**src/rtl/core/phag_pkg.sv**
```systemverilog
// Shared types, constants and helpers for the periodic halo address generator.
// No dependencies; every other file in rtl/core imports this package.
package phag_pkg;

	localparam int TILE      = 8;
	localparam int MAX_TILES = 16;
	localparam int PAD       = TILE + 2;
	localparam int PAD2      = PAD * PAD;
	localparam int PAD3      = PAD * PAD * PAD;

	localparam int TILE_W = 4;                      // tile coordinate field
	localparam int CELL_W = 4;                      // cell coordinate field
	localparam int CNT_W  = 5;                      // tile count register
	localparam int NXNY_W = $clog2(MAX_TILES * MAX_TILES + 1);
	localparam int BLK_W  = $clog2(MAX_TILES * MAX_TILES * MAX_TILES);
	localparam int OFS_W  = $clog2(PAD3);
	localparam int IDX_W  = 22;

	localparam int QDEPTH = 4;
	localparam int QPTR_W = $clog2(QDEPTH);
	localparam int QCNT_W = $clog2(QDEPTH + 1);

	localparam int CFG_IDX_W = 2;
	localparam int CFG_DAT_W = 5;

	typedef logic [TILE_W-1:0]    tile_t;
	typedef logic [CELL_W-1:0]    cell_t;
	typedef logic [CNT_W-1:0]     cnt_t;
	typedef logic [NXNY_W-1:0]    nxny_t;
	typedef logic [BLK_W-1:0]     blk_t;
	typedef logic [OFS_W-1:0]     ofs_t;
	typedef logic [IDX_W-1:0]     idx_t;
	typedef logic [QPTR_W-1:0]    qptr_t;
	typedef logic [QCNT_W-1:0]    qcnt_t;
	typedef logic [CFG_IDX_W-1:0] cfg_idx_t;
	typedef logic [CFG_DAT_W-1:0] cfg_dat_t;

	localparam cfg_idx_t REG_TILES_X = 2'd0;
	localparam cfg_idx_t REG_TILES_Y = 2'd1;
	localparam cfg_idx_t REG_TILES_Z = 2'd2;

	localparam cnt_t CNT_RESET = CNT_W'(MAX_TILES);

	// One classified item, as queued between front and back
	typedef struct packed {
		logic  is_halo;
		tile_t dtx;
		tile_t dty;
		tile_t dtz;
		tile_t stx;
		tile_t sty;
		tile_t stz;
		cnt_t  nx;
		nxny_t nxny;
		ofs_t  dofs;
		ofs_t  sofs;
	} entry_t;

	typedef struct packed {
		cnt_t x;
		cnt_t y;
		cnt_t z;
	} cfg_t;

	function automatic ofs_t cell_ofs(cell_t i, cell_t j, cell_t k);
		return OFS_W'(k) * OFS_W'(PAD2) + OFS_W'(j) * OFS_W'(PAD) + OFS_W'(i);
	endfunction

endpackage

```
**src/rtl/core/phag_front.sv**
```systemverilog
// Front end: clamps counts and coordinates, maps each axis to its neighbour
// tile and position, and builds a queue entry. Depends on phag_pkg.
module phag_front (
	input  phag_pkg::cfg_t   cfg,
	input  phag_pkg::tile_t  tile_x,
	input  phag_pkg::tile_t  tile_y,
	input  phag_pkg::tile_t  tile_z,
	input  phag_pkg::cell_t  cell_i,
	input  phag_pkg::cell_t  cell_j,
	input  phag_pkg::cell_t  cell_k,
	output phag_pkg::entry_t entry
);
	import phag_pkg::*;

	localparam cell_t LIM = CELL_W'(TILE + 1);

	function automatic cnt_t eff_count(cnt_t v);
		if (v == '0) return cnt_t'(1);
		if (v > CNT_W'(MAX_TILES)) return CNT_W'(MAX_TILES);
		return v;
	endfunction

	function automatic tile_t sat_tile(tile_t t, cnt_t n);
		if (CNT_W'(t) >= n) return TILE_W'(n - cnt_t'(1));
		return t;
	endfunction

	function automatic cell_t sat_cell(cell_t c);
		return (c > LIM) ? LIM : c;
	endfunction

	cnt_t  nx, ny, nz;
	tile_t tx, ty, tz;
	cell_t ci, cj, ck;
	tile_t sx, sy, sz;
	cell_t si, sj, sk;
	logic  hx, hy, hz;

	// Halo on low side pulls from previous tile at TILE, high side from next at 1
	function automatic logic [TILE_W+CELL_W:0] map_axis(cell_t c, tile_t t, cnt_t n);
		tile_t nt;
		cell_t nc;
		logic  h;
		if (c == '0) begin
			nt = (t == '0) ? TILE_W'(n - cnt_t'(1)) : t - tile_t'(1);
			nc = CELL_W'(TILE);
			h  = 1'b1;
		end else if (c == LIM) begin
			nt = ((CNT_W'(t) + cnt_t'(1)) >= n) ? '0 : t + tile_t'(1);
			nc = cell_t'(1);
			h  = 1'b1;
		end else begin
			nt = t;
			nc = c;
			h  = 1'b0;
		end
		return {h, nt, nc};
	endfunction

	always_comb begin
		nx = eff_count(cfg.x);
		ny = eff_count(cfg.y);
		nz = eff_count(cfg.z);
		tx = sat_tile(tile_x, nx);
		ty = sat_tile(tile_y, ny);
		tz = sat_tile(tile_z, nz);
		ci = sat_cell(cell_i);
		cj = sat_cell(cell_j);
		ck = sat_cell(cell_k);
		{hx, sx, si} = map_axis(ci, tx, nx);
		{hy, sy, sj} = map_axis(cj, ty, ny);
		{hz, sz, sk} = map_axis(ck, tz, nz);
	end

	always_comb begin
		entry.is_halo = hx | hy | hz;
		entry.dtx     = tx;
		entry.dty     = ty;
		entry.dtz     = tz;
		entry.stx     = sx;
		entry.sty     = sy;
		entry.stz     = sz;
		entry.nx      = nx;
		entry.nxny    = NXNY_W'(nx) * NXNY_W'(ny);
		entry.dofs    = cell_ofs(ci, cj, ck);
		entry.sofs    = cell_ofs(si, sj, sk);
	end

endmodule

```
**src/rtl/core/phag_queue.sv**
```systemverilog
// Short entry queue that decouples the front end from the index pipeline.
// Depends on phag_pkg for the entry type and depth.
module phag_queue (
	input  logic             clk,
	input  logic             arst_n,
	input  logic             wr_en,
	input  phag_pkg::entry_t wr_data,
	output logic             full,
	input  logic             rd_en,
	output logic             not_empty,
	output phag_pkg::entry_t rd_data
);
	import phag_pkg::*;

	entry_t slot_q [QDEPTH];
	qptr_t  wr_ptr_q, rd_ptr_q;
	qcnt_t  count_q;
	logic   do_wr, do_rd;

	assign full      = (count_q == QCNT_W'(QDEPTH));
	assign not_empty = (count_q != '0);
	assign do_wr     = wr_en & ~full;
	assign do_rd     = rd_en & not_empty;
	assign rd_data   = slot_q[rd_ptr_q];

	always_ff @(posedge clk) begin
		if (do_wr) begin
			slot_q[wr_ptr_q] <= wr_data;
		end
	end

	always_ff @(posedge clk or negedge arst_n) begin
		if (!arst_n) begin
			wr_ptr_q <= '0;
			rd_ptr_q <= '0;
			count_q  <= '0;
		end else begin
			if (do_wr) begin
				wr_ptr_q <= (wr_ptr_q == QPTR_W'(QDEPTH - 1)) ? '0 : wr_ptr_q + qptr_t'(1);
			end
			if (do_rd) begin
				rd_ptr_q <= (rd_ptr_q == QPTR_W'(QDEPTH - 1)) ? '0 : rd_ptr_q + qptr_t'(1);
			end
			case ({do_wr, do_rd})
				2'b10:   count_q <= count_q + qcnt_t'(1);
				2'b01:   count_q <= count_q - qcnt_t'(1);
				default: count_q <= count_q;
			endcase
		end
	end

endmodule

```
**src/rtl/core/phag_back.sv**
```systemverilog
// Index pipeline: tile number in stage 1, flat indices in stage 2 (output slot).
// Depends on phag_pkg.
module phag_back (
	input  logic             clk,
	input  logic             arst_n,
	input  logic             in_valid,
	input  phag_pkg::entry_t in_entry,
	output logic             in_take,
	output logic             empty,
	input  logic             pop,
	output logic             is_halo,
	output phag_pkg::idx_t   dest_index,
	output phag_pkg::idx_t   source_index
);
	import phag_pkg::*;

	logic v_s1, v_s2;
	logic halo_s1, halo_s2;
	blk_t dblk_s1, sblk_s1;
	ofs_t dofs_s1, sofs_s1;
	idx_t didx_s2, sidx_s2;
	logic adv_s1, adv_s2;

	// stall chain: a stage moves when the one after it can take its item
	assign adv_s2  = ~v_s2 | pop;
	assign adv_s1  = ~v_s1 | adv_s2;
	assign in_take = in_valid & adv_s1;

	function automatic blk_t blk_num(tile_t t0, tile_t t1, tile_t t2, cnt_t nx, nxny_t nxny);
		return BLK_W'(t0) + BLK_W'(t1) * BLK_W'(nx) + BLK_W'(t2) * BLK_W'(nxny);
	endfunction

	always_ff @(posedge clk or negedge arst_n) begin
		if (!arst_n) begin
			v_s1 <= 1'b0;
			v_s2 <= 1'b0;
		end else begin
			if (adv_s1) v_s1 <= in_valid;
			if (adv_s2) v_s2 <= v_s1;
		end
	end

	always_ff @(posedge clk) begin
		if (in_take) begin
			halo_s1 <= in_entry.is_halo;
			dblk_s1 <= blk_num(in_entry.dtx, in_entry.dty, in_entry.dtz,
				in_entry.nx, in_entry.nxny);
			sblk_s1 <= blk_num(in_entry.stx, in_entry.sty, in_entry.stz,
				in_entry.nx, in_entry.nxny);
			dofs_s1 <= in_entry.dofs;
			sofs_s1 <= in_entry.sofs;
		end
		if (adv_s2 && v_s1) begin
			halo_s2 <= halo_s1;
			didx_s2 <= IDX_W'(dblk_s1) * IDX_W'(PAD3) + IDX_W'(dofs_s1);
			sidx_s2 <= IDX_W'(sblk_s1) * IDX_W'(PAD3) + IDX_W'(sofs_s1);
		end
	end

	assign empty        = ~v_s2;
	assign is_halo      = halo_s2;
	assign dest_index   = didx_s2;
	assign source_index = sidx_s2;

endmodule

```
**src/rtl/core/periodic_halo_address_generator.sv**
```systemverilog
// Top level of the periodic halo address generator: tile count registers,
// front end, entry queue and index pipeline. Depends on phag_pkg, phag_front,
// phag_queue and phag_back.
//
//  channel  handshake          transfer when          payload
//  input    push / full        push & !full           tile_x/y/z, cell_i/j/k
//  result   empty / pop        pop & !empty           is_halo, dest_index, source_index
//  config   cfg_valid / ready  cfg_valid & cfg_ready  cfg_index, cfg_data
//
// One item per cycle sustained while pop keeps the output slot moving; a result
// passes the queue write, the tile number stage and the index multiply stage.
// Reset sets all tile counts to 16 and empties queue and pipeline.
// With pop held low the output slot and stage 1 hold, the four-entry queue
// fills and full rises. cfg_ready is always high.
module periodic_halo_address_generator (
	input  logic                 clk,
	input  logic                 arst_n,
	input  logic                 push,
	output logic                 full,
	input  phag_pkg::tile_t      tile_x,
	input  phag_pkg::tile_t      tile_y,
	input  phag_pkg::tile_t      tile_z,
	input  phag_pkg::cell_t      cell_i,
	input  phag_pkg::cell_t      cell_j,
	input  phag_pkg::cell_t      cell_k,
	output logic                 empty,
	input  logic                 pop,
	output logic                 is_halo,
	output phag_pkg::idx_t       dest_index,
	output phag_pkg::idx_t       source_index,
	input  logic                 cfg_valid,
	output logic                 cfg_ready,
	input  phag_pkg::cfg_idx_t   cfg_index,
	input  phag_pkg::cfg_dat_t   cfg_data
);
	import phag_pkg::*;

	cfg_t   cfg_q;
	entry_t fe_entry, q_entry;
	logic   q_not_empty, q_take;

	assign cfg_ready = 1'b1;

	always_ff @(posedge clk or negedge arst_n) begin
		if (!arst_n) begin
			cfg_q.x <= CNT_RESET;
			cfg_q.y <= CNT_RESET;
			cfg_q.z <= CNT_RESET;
		end else if (cfg_valid && cfg_ready) begin
			unique case (cfg_index)
				REG_TILES_X: cfg_q.x <= CNT_W'(cfg_data);
				REG_TILES_Y: cfg_q.y <= CNT_W'(cfg_data);
				REG_TILES_Z: cfg_q.z <= CNT_W'(cfg_data);
				default:     cfg_q   <= cfg_q;
			endcase
		end
	end

	phag_front u_front (
		.cfg    (cfg_q),
		.tile_x (tile_x),
		.tile_y (tile_y),
		.tile_z (tile_z),
		.cell_i (cell_i),
		.cell_j (cell_j),
		.cell_k (cell_k),
		.entry  (fe_entry)
	);

	phag_queue u_queue (
		.clk       (clk),
		.arst_n    (arst_n),
		.wr_en     (push),
		.wr_data   (fe_entry),
		.full      (full),
		.rd_en     (q_take),
		.not_empty (q_not_empty),
		.rd_data   (q_entry)
	);

	phag_back u_back (
		.clk          (clk),
		.arst_n       (arst_n),
		.in_valid     (q_not_empty),
		.in_entry     (q_entry),
		.in_take      (q_take),
		.empty        (empty),
		.pop          (pop),
		.is_halo      (is_halo),
		.dest_index   (dest_index),
		.source_index (source_index)
	);

endmodule

```
**config.mk**
```make
export PLATFORM = sky130hd
export DESIGN_NAME = periodic_halo_address_generator
export DESIGN_NICKNAME = d
export VERILOG_FILES = /design/src/rtl/core/phag_pkg.sv /design/src/rtl/core/phag_front.sv /design/src/rtl/core/phag_queue.sv /design/src/rtl/core/phag_back.sv /design/src/rtl/core/periodic_halo_address_generator.sv
export SDC_FILE = /design/constraint.sdc
export NUM_CORES = 1
export LEC_CHECK = 0
export BUFFER_PORTS_ARGS = -buffer_cell sky130_fd_sc_hd__buf_2
export CORE_MARGIN = 2
export CORE_UTILIZATION = 35
export CTS_BUF_LIST = sky130_fd_sc_hd__clkbuf_4
export CTS_CLUSTER_DIAMETER = 120
export DETAILED_ROUTE_END_ITERATION = 12
export PLACE_DENSITY = 0.56
export REMOVE_ABC_BUFFERS = 1
export SLEW_MARGIN = 5
export SYNTH_ARGS = -nofsm -noshare
export SYNTH_HDL_FRONTEND = slang
export SYNTH_SLANG_ARGS = --single-unit
```
**constraint.sdc**
```tcl
create_clock -name clk -period 7.9 [get_ports clk]
set_input_delay 1.185 -clock clk [delete_from_list [all_inputs] [get_ports clk]]
set_output_delay 1.185 -clock clk [all_outputs]
set_load 0.005 [all_outputs]
```
==> results.cfg <==
[outcome]
status = finished clean

[clocking]
cts_sinks = 350
post_cts_buffers = 0
numCtsBuffers = 95
cts_tree = done
root_buffer = clkbuf_4
clk_latency_ns = 0.82
htree_levels = 3
cts-resized-gates = 0
cts_max_path_buffers = 3
cts.clk_slew.worst_paths_ns = 0.07
hold_buffers = 0

[floorplan]
die_x_um = 271
core_area_mm2 = 0.0703
dieHeight_um = 271
die_area_mm2 = 0.0735
ios = 84
floorplan.initialDensity_pct = 35.5
num_rows = 97

[critical_path]
cp_slowest_stage_delay_ns = 0.65
r2r_end = u_back.dblk_s1[11]
worst_setup_path_end_kind = flip-flop
reg2reg_depth = 20
criticalPathCategory = flip-flop to flip-flop
cp-start-kind = flip-flop
path_cells = mux4_2 -> nand2_1 -> fa_1 -> fa_1 -> fa_1 -> inv_1 -> ha_1 -> a21oi_1 -> o21bai_1 -> a21oi_1 -> o21bai_1 -> a21oi_1 -> xnor2_1 -> fa_1 -> ha_1 -> a21oi_1 -> o21ai_0 -> a21o_1 -> a21oi_1 -> xnor2_1
crit_path_max_fanout = 15
reg2reg_from = u_queue.rd_ptr_q[0]
slowest_stage = mux4_2
worstPathArrival_ns = 6.59
crit_top_cell = a21oi_1
worstPathRequired_ns = 8.45
reg2reg_slack_ns = 1.86

[timing]
fin_crit_sh_pct = 76.4
setup-tns-final_ns = 0
slew_violations = 0
fmaxAchievable_mhz = 166
worst_slew_pin_slew_ns = 0.969
fin_crit_ns = 6.04
setup_viol = 0
fin_worst_skew_ns = 0.0468
maxSlewHeadroom_pct = 34.9
grt_setup_unrepaired = no
holdWs_ns = 0.389
hold_viol = 0

[place]
place_inst = 2996
place_hpwl_um = 37900
place_area_mm2 = 0.0265
io_buffers = 82
gp_routability_congestion = 0.801

[synthesis]
yosysWarnings = 0
synthCells = 1993
yosys_register_bits = 350
synthFlopType = edfxtp_1
async_flop_share_pct = 6.86
synth_edf_count = 326
netlist_area_mm2 = 0.0250
synth_cell_type_count = 80
syn_area_per_cell_um2 = 12.5
ys_seq_area_share_pct = 41.6

[final_layout]
area_growth_pct = 10.8
drive_gt1_share_pct = 15.3
final_common_cell = edfxtp_1
mostFrequentLayoutCells = edfxtp_1 (326), inv_1 (314), ha_1 (289)
design_area_mm2 = 0.0276
stdcell_count = 3156
finalNetCount = 2636

[routing]
highest_layer = met4
wl_per_cell_um = 16.0
met3_length_um = 2140
drc = 0
dr_wl_met2_um = 24600
drt_pass1_iterations = 7
via_per_inst = 4.80
antenna_left = 0
routed_wl_um = 50500
drt_iter0_markers = 824
met1_length_um = 22700
dr_total_vias = 15200

[run]
maxCapViolCount = 0

[global_routing]
first_global_vias = 16200
grt_overflow = 0
grt_pass1_wl_um = 82600
grtUsageTotal_pct = 14.0
antenna_found_initial = 4
grt_max_degree = 60

[hold_path]
hp-class = primary input to async pin
-- area by class of cell --
cell class,instances,area (um^2)
repair buffers,90,470
clock buffers,128,961
diodes,3,7.51
fillers,6703,42600
clock inverters,29,159
flip-flops and latches,350,10400
inverters,314,1180
multi-input cells,1302,13300
well taps,940,1180
-- kinds of logic after synthesis --
kind of cell,after synthesis,synth area share (%)
simple gates,370,7.48
xor+xnor,136,4.83
fa+ha+maj,449,27.2
other cells,1,0.0150
compound gates,253,6.80
flops,350,41.6
mux,93,6.81
buf+inv,341,5.18
-- state kept, by name (all words and copies together) (netlist names) --
signal and cells:
u_back.dest_index 22, u_back.halo_s1 1, u_back.sblk_s1 12, u_back.is_halo 1
u_queue.count_q 3, u_back.v_s1 1, u_back.source_index 22, u_back.sofs_s1 10
cfg_q 15, u_queue.wr_ptr_q 2, u_back.dofs_s1 10, u_queue.rd_ptr_q 2
u_back.dblk_s1 12, u_back.v_s2 1, u_queue.slot_q 236
-- how the worst max path moves through the flow --
stage / startpoint / end / slack, ns / cells past startpoint
floorplan: u_queue.rd_ptr_q[0] / u_back.sblk_s1[11] / 0.25 / 20
global placement: u_queue.rd_ptr_q[0] / u_back.dblk_s1[11] / 1.81 / 19
detailed placement: tile_x[0] / u_queue.slot_q[1][45] / 1.72 / 19
CTS: cfg_q[14] / u_queue.slot_q[1][45] / 1.68 / 19
global route: cfg_q[14] / u_queue.slot_q[1][45] / 1.40 / 19
finish: u_queue.rd_ptr_q[0] / u_back.dblk_s1[11] / 1.86 / 20
-- synth_stat cells (4+ instances only) --
cell type | n | area (um^2)
o211ai_1 | 7 | 52.6
a211oi_1 | 5 | 37.5
nor2b_1 | 22 | 138
a22oi_1 | 4 | 30.0
nand3_1 | 19 | 95.1
nand4_1 | 4 | 25.0
o21bai_1 | 28 | 210
nor2_1 | 72 | 270
o21a_1 | 11 | 82.6
fa_1 | 158 | 3160
xor2_1 | 37 | 324
nand2_1 | 112 | 420
a21oi_1 | 77 | 385
inv_1 | 314 | 1180
xnor2_1 | 98 | 858
mux2_2 | 21 | 236
mux4_2 | 59 | 1330
nand3b_1 | 5 | 37.5
buf_1 | 6 | 22.5
a21o_1 | 28 | 210
and2_1 | 63 | 394
mux2i_1 | 12 | 120
dfrtp_1 | 21 | 526
a221oi_1 | 5 | 43.8
edfxtp_1 | 326 | 9790
nor3_1 | 19 | 95.1
o31a_1 | 7 | 61.3
nand2b_1 | 23 | 144
ha_1 | 289 | 3620
and3_1 | 5 | 31.3
o21ai_0 | 45 | 225
or2_2 | 4 | 25.0
clkbuf_1 | 18 | 67.6
-- per-layer routing --
metal	global-route usage (%)	vias to the layer above
met1	18.0	7433
met2	23.9	303
met5	0	-
li1	-	7333
met3	2.77	83
met4	4.06	0
-- metrics by stage --
stage | utilization, % | setup slack, ns
finish | 39.3 | 1.86
global route | 39.3 | 1.40
CTS | 39.3 | 1.68
detailed placement | 37.7 | 1.72
global placement | 37.7 | 1.81
floorplan | - | 0.248
-- worst max-delay path, delay by kind of cell, from the launching register on --
family                     cells  cell delay [ns]
muxes                          1             0.65
buffers and inverters          1             0.04
AOI/OAI and AO/OA              9             1.45
xor gates and xnor gates       2             0.24
adders and majority gates      6             2.68
DFF                            1             0.60
and+or+nand+nor                1             0.13
Power is left out: the tool's default activity adds up to more than one toggle a clock period on the data nets, which glitch-free logic cannot reach.
